`src/rtl/crwa_pkg.sv`:
```
// Shared constants, types and control/status structs for the count rate window alarm.
package crwa_pkg;

  localparam int WINDOW_TICKS_DEF  = 60;
  localparam int HISTORY_DEPTH_DEF = 24 * 60;
  localparam int COUNT_BITS        = 16;
  localparam int RATE_W            = 22;
  localparam int LEVEL_W           = 26;
  localparam int FACTOR_W          = 4;
  localparam int PERIOD_W          = 6;
  localparam int CFG_DATA_W        = 6;
  localparam int CFG_IDX_W         = 1;

  localparam logic [RATE_W-1:0]     RATE_MAX       = {RATE_W{1'b1}};
  localparam logic [FACTOR_W-1:0]   FACTOR_RST     = FACTOR_W'(4);
  localparam logic [PERIOD_W-1:0]   PERIOD_RST     = PERIOD_W'(10);

  localparam logic [CFG_IDX_W-1:0]  CFG_THRESHOLD_FACTOR = CFG_IDX_W'(0);
  localparam logic [CFG_IDX_W-1:0]  CFG_REPORT_PERIOD    = CFG_IDX_W'(1);

  typedef enum logic [2:0] {
    S_IDLE,
    S_MOD_GO,
    S_MOD_WAIT,
    S_HIST,
    S_MEAN_GO,
    S_MEAN_WAIT,
    S_OUT
  } state_t;

  typedef struct packed {
    logic accept;      // take the input word, update ring and position
    logic div_start;
    logic div_sel;     // 0: position mod report period, 1: history mean
    logic report_ld;
    logic hist_upd;
    logic level_ld;
    logic out_ld;
  } ctrl_cmd_t;

  typedef struct packed {
    logic wrap;
    logic div_busy;
    logic out_free;
  } dp_status_t;

endpackage

```
`src/rtl/crwa_ctrl.sv`:
```
// Controller: ring update, report check per word; history update, mean divide on a wrap.
module crwa_ctrl (
  input  logic                 clk,
  input  logic                 rst_n,
  input  logic                 in_valid,
  output logic                 in_stall,
  input  crwa_pkg::dp_status_t sts,
  output crwa_pkg::ctrl_cmd_t  cmd
);

  crwa_pkg::state_t state_r, state_nxt;

  always_ff @(posedge clk) begin
    if (!rst_n) begin
      state_r <= crwa_pkg::S_IDLE;
    end else begin
      state_r <= state_nxt;
    end
  end

  always_comb begin
    state_nxt = state_r;
    cmd       = '0;
    case (state_r)
      crwa_pkg::S_IDLE: begin
        if (in_valid) begin
          cmd.accept = 1'b1;
          state_nxt  = crwa_pkg::S_MOD_GO;
        end
      end
      crwa_pkg::S_MOD_GO: begin
        cmd.div_start = 1'b1;
        state_nxt     = crwa_pkg::S_MOD_WAIT;
      end
      crwa_pkg::S_MOD_WAIT: begin
        if (!sts.div_busy) begin
          cmd.report_ld = 1'b1;
          state_nxt     = sts.wrap ? crwa_pkg::S_HIST : crwa_pkg::S_OUT;
        end
      end
      crwa_pkg::S_HIST: begin
        cmd.hist_upd = 1'b1;
        state_nxt    = crwa_pkg::S_MEAN_GO;
      end
      crwa_pkg::S_MEAN_GO: begin
        cmd.div_start = 1'b1;
        cmd.div_sel   = 1'b1;
        state_nxt     = crwa_pkg::S_MEAN_WAIT;
      end
      crwa_pkg::S_MEAN_WAIT: begin
        cmd.div_sel = 1'b1;
        if (!sts.div_busy) begin
          cmd.level_ld = 1'b1;
          state_nxt    = crwa_pkg::S_OUT;
        end
      end
      crwa_pkg::S_OUT: begin
        if (sts.out_free) begin
          cmd.out_ld = 1'b1;
          state_nxt  = crwa_pkg::S_IDLE;
        end
      end
      default: begin
        state_nxt = crwa_pkg::S_IDLE;
      end
    endcase
  end

  assign in_stall = (state_r != crwa_pkg::S_IDLE);

endmodule

```
`config.mk`:
```
export PLATFORM = sky130hd
export DESIGN_NAME = crwa_ctrl
export DESIGN_NICKNAME = d
export VERILOG_FILES = /design/src/rtl/crwa_pkg.sv /design/src/rtl/crwa_ctrl.sv
export SDC_FILE = /design/constraint.sdc
export NUM_CORES = 1
export LEC_CHECK = 0
export BUFFER_PORTS_ARGS = -buffer_cell sky130_fd_sc_hd__buf_2
export CAP_MARGIN = 20
export CORE_AREA = 3 3 40 42
export CTS_CLUSTER_SIZE = 16
export DETAILED_ROUTE_END_ITERATION = 12
export DIE_AREA = 0 0 43 45
export SLEW_MARGIN = 30
export SYNTH_ARGS = -nofsm -noshare
export SYNTH_HDL_FRONTEND = slang
export SYNTH_SLANG_ARGS = --single-unit
```
`constraint.sdc`:
```
create_clock -name clk -period 1.65 [get_ports clk]
set_clock_uncertainty 0.15 [all_clocks]
set_input_delay 0.2475 -clock clk [delete_from_list [all_inputs] [get_ports clk]]
set_output_delay 0.2475 -clock clk [all_outputs]
set_load 0.02 [all_outputs]
```
; ---- Word level (Yosys, flattened, before mapping)
; Index checks and enable logic that the tools add are counted.
[totals]
register_bits = 3
input_bits = 6
output_inout_bits = 8
elab_cells = 32
[op_classes]
n_eq_ne = 10
mux = 16
n_reduce_logical = 5
[ops]
columns = operator, n
row1 = 3-bit case mux with 7 select lines, 1
row2 = 3-bit two-way mux, 5
row3 = 1-bit two-way mux, 10
row4 = "3-bit == test, second input constant", 3
row5 = "2-bit inequality test, second input constant", 4
row6 = "3-bit by 2-bit == test with 1-bit output, second input constant", 2
row7 = 4-bit AND reduction, 1
row8 = 2-bit OR reduction, 2
row9 = "3-bit by 1-bit == test with 1-bit output, second input constant", 1
row10 = 3-bit logical NOT, 1
row11 = 3-bit nonzero test, 1

; ---- Depth between registers and ports, before layout
; Gate-level depths: netlist of the first run.
[depth]
word_depth = 3
ltp_mapped = 4
ltp_nobuf = 3

; ---- Worst setup path after synthesis of the first run
; Ideal clock, no wire load.
[synth_path]
path_kind = reg-to-output
startpoint = register state_r[1]
endpoint = output cmd[6] (netlist name)
t_arrival_ps = 1260
t_required_ps = 1252
setup_slack_ps = -7
stages_incl_launch_ff = 4
n_path_buf = 1
cell_sequence = dfxtp_1 > buf_4 > or3_1 > nor2_1
[synth_lines]
columns = item, line
row1 = from (decl), crwa_ctrl.sv:11  ; crwa_pkg::state_t state_r, state_nxt;
row2 = from (signal assigned), crwa_ctrl.sv:15  ; state_r <= crwa_pkg::S_IDLE;
row3 = from (signal assigned), crwa_ctrl.sv:17  ; state_r <= state_nxt;
row4 = to (decl), crwa_ctrl.sv:8  ; output crwa_pkg::ctrl_cmd_t cmd

==> reports/qor.yml, run 1 <==
finish:
  largest_register_ffs: 3
  design_area_um2: 370.4
  top_regs: "state_r x3"
  antenna-diode-count: 0
  mostFrequentLayoutCell: "buf_2"
  top_register: "state_r"
  drive_gt1_frac: 0.5102
  n_fill_cell: 150
  area_delta_synth_final_pct: 43.69
  nets: 56
  layout_common_cells: "12 x buf_2, 4 x nand2_1, 4 x buf_4"
timing:
  hold_viol: 0
  tns_ns: 0
  fmax_mhz: 631.3
  setup_viol: 0
  rsz0062_at_grt: "no"
  slew_headroom: 0.8250
  period_needed_ns: 1.584
  worst_slew_pin_slew_ns: 0.2620
  slew_violations: 0
  min_period_over_period: 0.9600
grt:
  grt_max_degree: 9
  grt_usage: 0.07404
  grt_pass1_wl_um: 1041
  grt_pass1_vias: 275
  antenna_found_initial: 0
  grt.overflow.total: 0
power:
  leakage_nw: 0.1912
  p_per_area_nw_per_um2: 958.5
  finalPower_w: 0.0003550
  ir_drop_mv: 0.3161
synthesis:
  synth.mux.area_fraction: 0
  synth-seq-area-share: 0.2330
  synth_nets: 38
  synth_xor_area_frac: 0.03398
  yosys.area_share.adder: 0
  avgSynthCellArea_um2: 8.055
  yosys.area_share.simple: 0.3641
  ys_ff_latch: 3
  yosysUniqueCellTypes: 21
  synth_top_family_by_area: "simple AND/OR/NAND/NOR gates"
  yosys_warnings: 0
  synth-compound-area-share: 0.2136
  syn_inst: 32
  syn_area_um2: 257.7
min_path:
  holdCritStartpoint: "rst_n"
  hold_path_end: "state_r[2]$_SDFFE_PN0P_"
  min_path_cells: 3
  hold_class: "input port to register"
critical_path:
  reg2reg_depth: 3
  startpoint_type: "register"
  cp-end-kind: "output pin"
  critPathMaxFanout: 7
  critPathRequiredTime_ns: 1.25
  crit_type: "register to output pin"
  r2r-end: "state_r[0]$_SDFFE_PN0P_"
  r2r-start: "state_r[2]$_SDFFE_PN0P_"
  r2r_slack_ns: 0.22
  crit_arrival_ns: 1.19
outcome:
  outcome: "finished, final reports clean"
clock_network:
  htreeDepth: 1
  cts_sinks: 3
  cts_buffer_depth: 2
  cts_tree: "done"
  cts_buffers: 3
  root_buffer: "clkbuf_4"
  clk_latency_ns: 0.23
  ctsHoldBuffers: 0
  path_clk_slew_ns: 0.04
drt:
  drt_iter0_drc: 5
  dr.pass1.iters: 3
  ant_nets: 0
  finalWirelength_um: 632
  drc: 0
  vias_per_cell: 4.500
  via_count: 288
  wl_per_cell_um: 9.875
place:
  portBuffers: 13
  dpl_cell_area_um2: 334.1
  finalWeightedCongestion: 0.7892
  dp_hpwl_um: 478.2
die:
  ios: 14
  fp-row-count: 13
  die_h_um: 45
  dieWidth_um: 43
  start_util: 0.2006
  die-area_um2: 1935
  coreArea_um2: 1285
run:
  drv_cap: 0
-- cells by family after synthesis --
family                 count (synthesis)
AND/OR/NAND/NOR                       16
AO/OA/AOI/OAI                          7
buffers and inverters                  5
flip-flops                             3
XOR/XNOR                               1
-- worst max path at each step --
stage | cells past startpoint | slack, ns | from | to
after floorplan | 2 | 0.02 | state_r[0]$_SDFFE_PN0P_ | cmd[3]
after global placement | 4 | 0.23 | sts[1] | state_r[0]$_SDFFE_PN0P_
after detailed placement | 3 | 0.20 | state_r[2]$_SDFFE_PN0P_ | state_r[0]$_SDFFE_PN0P_
after CTS | 3 | 0.01 | state_r[1]$_SDFFE_PN0P_ | cmd[6]
after global routing | 3 | 0.01 | state_r[0]$_SDFFE_PN0P_ | cmd[0]
final | 3 | 0.07 | state_r[0]$_SDFFE_PN0P_ | cmd[0]
-- layer usage --
layer,share of wire,wire (um),track usage
met1,0.50,316,0.09135
met2,0.40,255,0.09880
met3,0.095,60,0.02390
met4,0,0,0.07229
met5,0,0,0
-- worst max-delay path, cell delays in order (launching register included) --
cell,delay (ns)
dfxtp_1,0.42
buf_4,0.19
and4b_1,0.19
buf_2,0.15
-- report_power, final --
group          switching [W]  internal, W  leakage, nW  total (W)
clock network      0.0000381    0.0000906       0.0150   0.000129
registers          0.0000139    0.0000824       0.0255  0.0000963
logic              0.0000682    0.0000618        0.151   0.000130
total               0.000120     0.000235        0.191   0.000355
-- cell usage after synthesis (all sizes together) --
master   count  area [um^2]
a2111oi      1        15.01
a21oi        3        15.01
a41o         1        10.01
and2b        1        8.760
and3b        1        8.760
and4b        1        10.01
buf          2        18.77
clkbuf       1        13.76
dfxtp        3        60.06
inv          2        7.510
nand2        4        15.01
nand3b       1        7.510
nor2         4        15.01
nor3         1        5.000
nor4b        1        8.760
o211ai       1        7.510
o21bai       1        7.510
or3          1        6.260
or3b         1        8.760
xnor2        1        8.760
-- repair_timing --
item / in CTS / in global routing
setup endpoints to repair: 1 / 2
setup buffers: 0 / 0
gates resized for setup: 1 / 3
-- final cells by class --
type	instances	area (um^2)	area share
clock buffer	4	26.28	0.07095
multi-input combinational	24	165.2	0.4459
timing repair buffer	16	90.09	0.2432
inverter	2	7.507	0.02027
sequential	3	62.56	0.1689
tap	15	18.77	0.05068
-- stage by stage --
stage / std cells / util / hold slack [ns] / setup slack [ns]
floorplan: 32 / - / 0.2113 / 0.01939
global placement: 60 / 0.2600 / 0.3532 / 0.2271
detailed placement: 60 / 0.2600 / 0.3529 / 0.1995
CTS: 64 / 0.2824 / 0.1055 / 0.01288
global route: 64 / 0.2882 / 0.1267 / 0.01152
finish: 64 / 0.2882 / 0.1072 / 0.06602
(Power assumes the default switching activity.)
==> run 2, diff against run 1 <==
Settings changed: REMOVE_ABC_BUFFERS set to 1.
==> run 2 against run 1 <==
Net effect:
- worst hold slack got worse by 0.0065 ns
- via count fell by 5.6%
- fmax fell by 0.44%
- sequential cell count did not move
- highest routed layer is now met4
- register-to-register slack barely moved
==> reports/qor.yml, run 2 (synthesized netlist as in run 1, its figures left out) <==
finish:
  top_register: "state_r"
  mostFrequentLayoutCell: "buf_2"
  n_fill_cell: 152
  regArea_um2: 66.31
  antenna-diode-count: 0
  largest_register_ffs: 3
  layout_common_cells: "12 x buf_2, 4 x nor2_1, 4 x nand2_1"
  top_regs: "state_r x3"
  nets: 55
  drive_gt1_frac: 0.5000
  area_delta_synth_final_pct: 41.26
  multi_input_area_um2: 162.7
power:
  leakage_nw: 0.1866
  p_per_area_nw_per_um2: 960.6
  ir_drop_mv: 0.3259
clock_network:
  clk_latency_ns: 0.23
  cts_tree: "done"
  cts_buffer_depth: 2
  cts_buffers: 3
  cts_sinks: 3
  root_buffer: "clkbuf_4"
  htreeDepth: 1
  path_clk_slew_ns: 0.04
timing:
  hold_viol: 0
  period_needed_ns: 1.591
  worst_slew_pin_slew_ns: 0.2614
  fmax_mhz: 628.5
  fin_ws_ns: 0.05899
  rsz0062_at_grt: "no"
  worst_hold_slack_ns: 0.1007
  slew_violations: 0
  setup_viol: 0
  min_period_over_period: 0.9643
  slew_headroom: 0.8254
  tns_ns: 0
grt:
  grt_max_degree: 13
  grt_pass1_vias: 232
  grt.overflow.total: 0
  grt_usage: 0.06656
  antenna_found_initial: 0
  grt_pass1_wl_um: 890
min_path:
  hold_class: "input port to register"
drt:
  ant_nets: 0
  drt_iter0_drc: 1
  wl_per_cell_um: 9.508
  dr.pass1.iters: 3
  vias_per_cell: 4.317
  finalWirelength_um: 599
  drc: 0
  via_count: 272
critical_path:
  crit_arrival_ns: 1.19
  crit_path_top_delay_cell: "or3_4"
  startpoint_type: "register"
  path_buf_inv: 1
  critPathMaxFanout: 6
  crit_chain: "or3_4 -> nor2_1 -> buf_4"
  crit_family: "simple AND/OR/NAND/NOR gates"
  cp-end-kind: "output pin"
  critPathRequiredTime_ns: 1.25
  r2r_slack_ns: 0.22
  critPathMaxStageDelay_ns: 0.38
  crit_type: "register to output pin"
die:
  start_util: 0.2006
  ios: 14
  dieWidth_um: 43
  die-area_um2: 1935
  coreArea_um2: 1285
  fp-row-count: 13
  die_h_um: 45
place:
  portBuffers: 13
  place_ws_ns: 0.1846
  finalWeightedCongestion: 0.6477
run:
  drv_cap: 0
outcome:
  outcome: "finished, final reports clean"
-- run 2: worst min-delay path, cell delays in order --
cell and delay [ns]:
buf_2 0.11, nand2_1 0.05, nor2_1 0.03
-- run 2: per-stage QoR --
| step | total power, W | instance area (um^2) | instances | util |
|---|---|---|---|---|
| after detailed placement | 0.0002074 | 316.6 | 58 | 0.2463 |
| after global routing | 0.0003777 | 364.1 | 63 | 0.2834 |
| after floorplan | 0.0001687 | 225.2 | 29 | - |
| after CTS | 0.0003453 | 347.8 | 62 | 0.2707 |
| final | 0.0003498 | 364.1 | 63 | 0.2834 |
| after global placement | 0.0002060 | 316.6 | 58 | 0.2463 |
-- run 2: layout make-up --
| class | count | area share |
|---|---|---|
| Multi-Input combinational cell | 24 | 0.4467 |
| Tap cell | 15 | 0.05155 |
| Inverter | 2 | 0.02062 |
| Clock buffer | 4 | 0.07216 |
| Timing Repair Buffer | 15 | 0.2268 |
| Sequential cell | 3 | 0.1821 |
-- run 2: final timing paths --
check,start,endpoint,depth (start not counted)
max,state_r[1]$_SDFFE_PN0P_,cmd[6],3
max reg2reg,state_r[2]$_SDFFE_PN0P_,state_r[0]$_SDFFE_PN0P_,3
min,rst_n,state_r[2]$_SDFFE_PN0P_,3
min reg2reg,state_r[2]$_SDFFE_PN0P_,state_r[2]$_SDFFE_PN0P_,2
-- run 2: what timing repair did --
item,in CTS,in global routing
hold buffers,0,0
endpoints found under the setup margin,2,3
gates resized for setup,3,3
setup buffers,0,1
-- run 2: report_power, final --
part           switching, W  total (W)  internal [W]  leakage (nW)
sequential        0.0000184   0.000102     0.0000832        0.0261
combinational     0.0000604   0.000118     0.0000573         0.145
clock             0.0000397   0.000130     0.0000908        0.0150
-- run 2: metal layers --
| layer | vias to the layer above | share of wire | track usage |
|---|---|---|---|
| li1 | 145 | - | - |
| met1 | 115 | 0.43 | 0.06250 |
| met2 | 10 | 0.47 | 0.1048 |
| met3 | 2 | 0.082 | 0.03984 |
| met4 | 0 | 0.013 | 0.05422 |
| met5 | - | 0 | 0 |
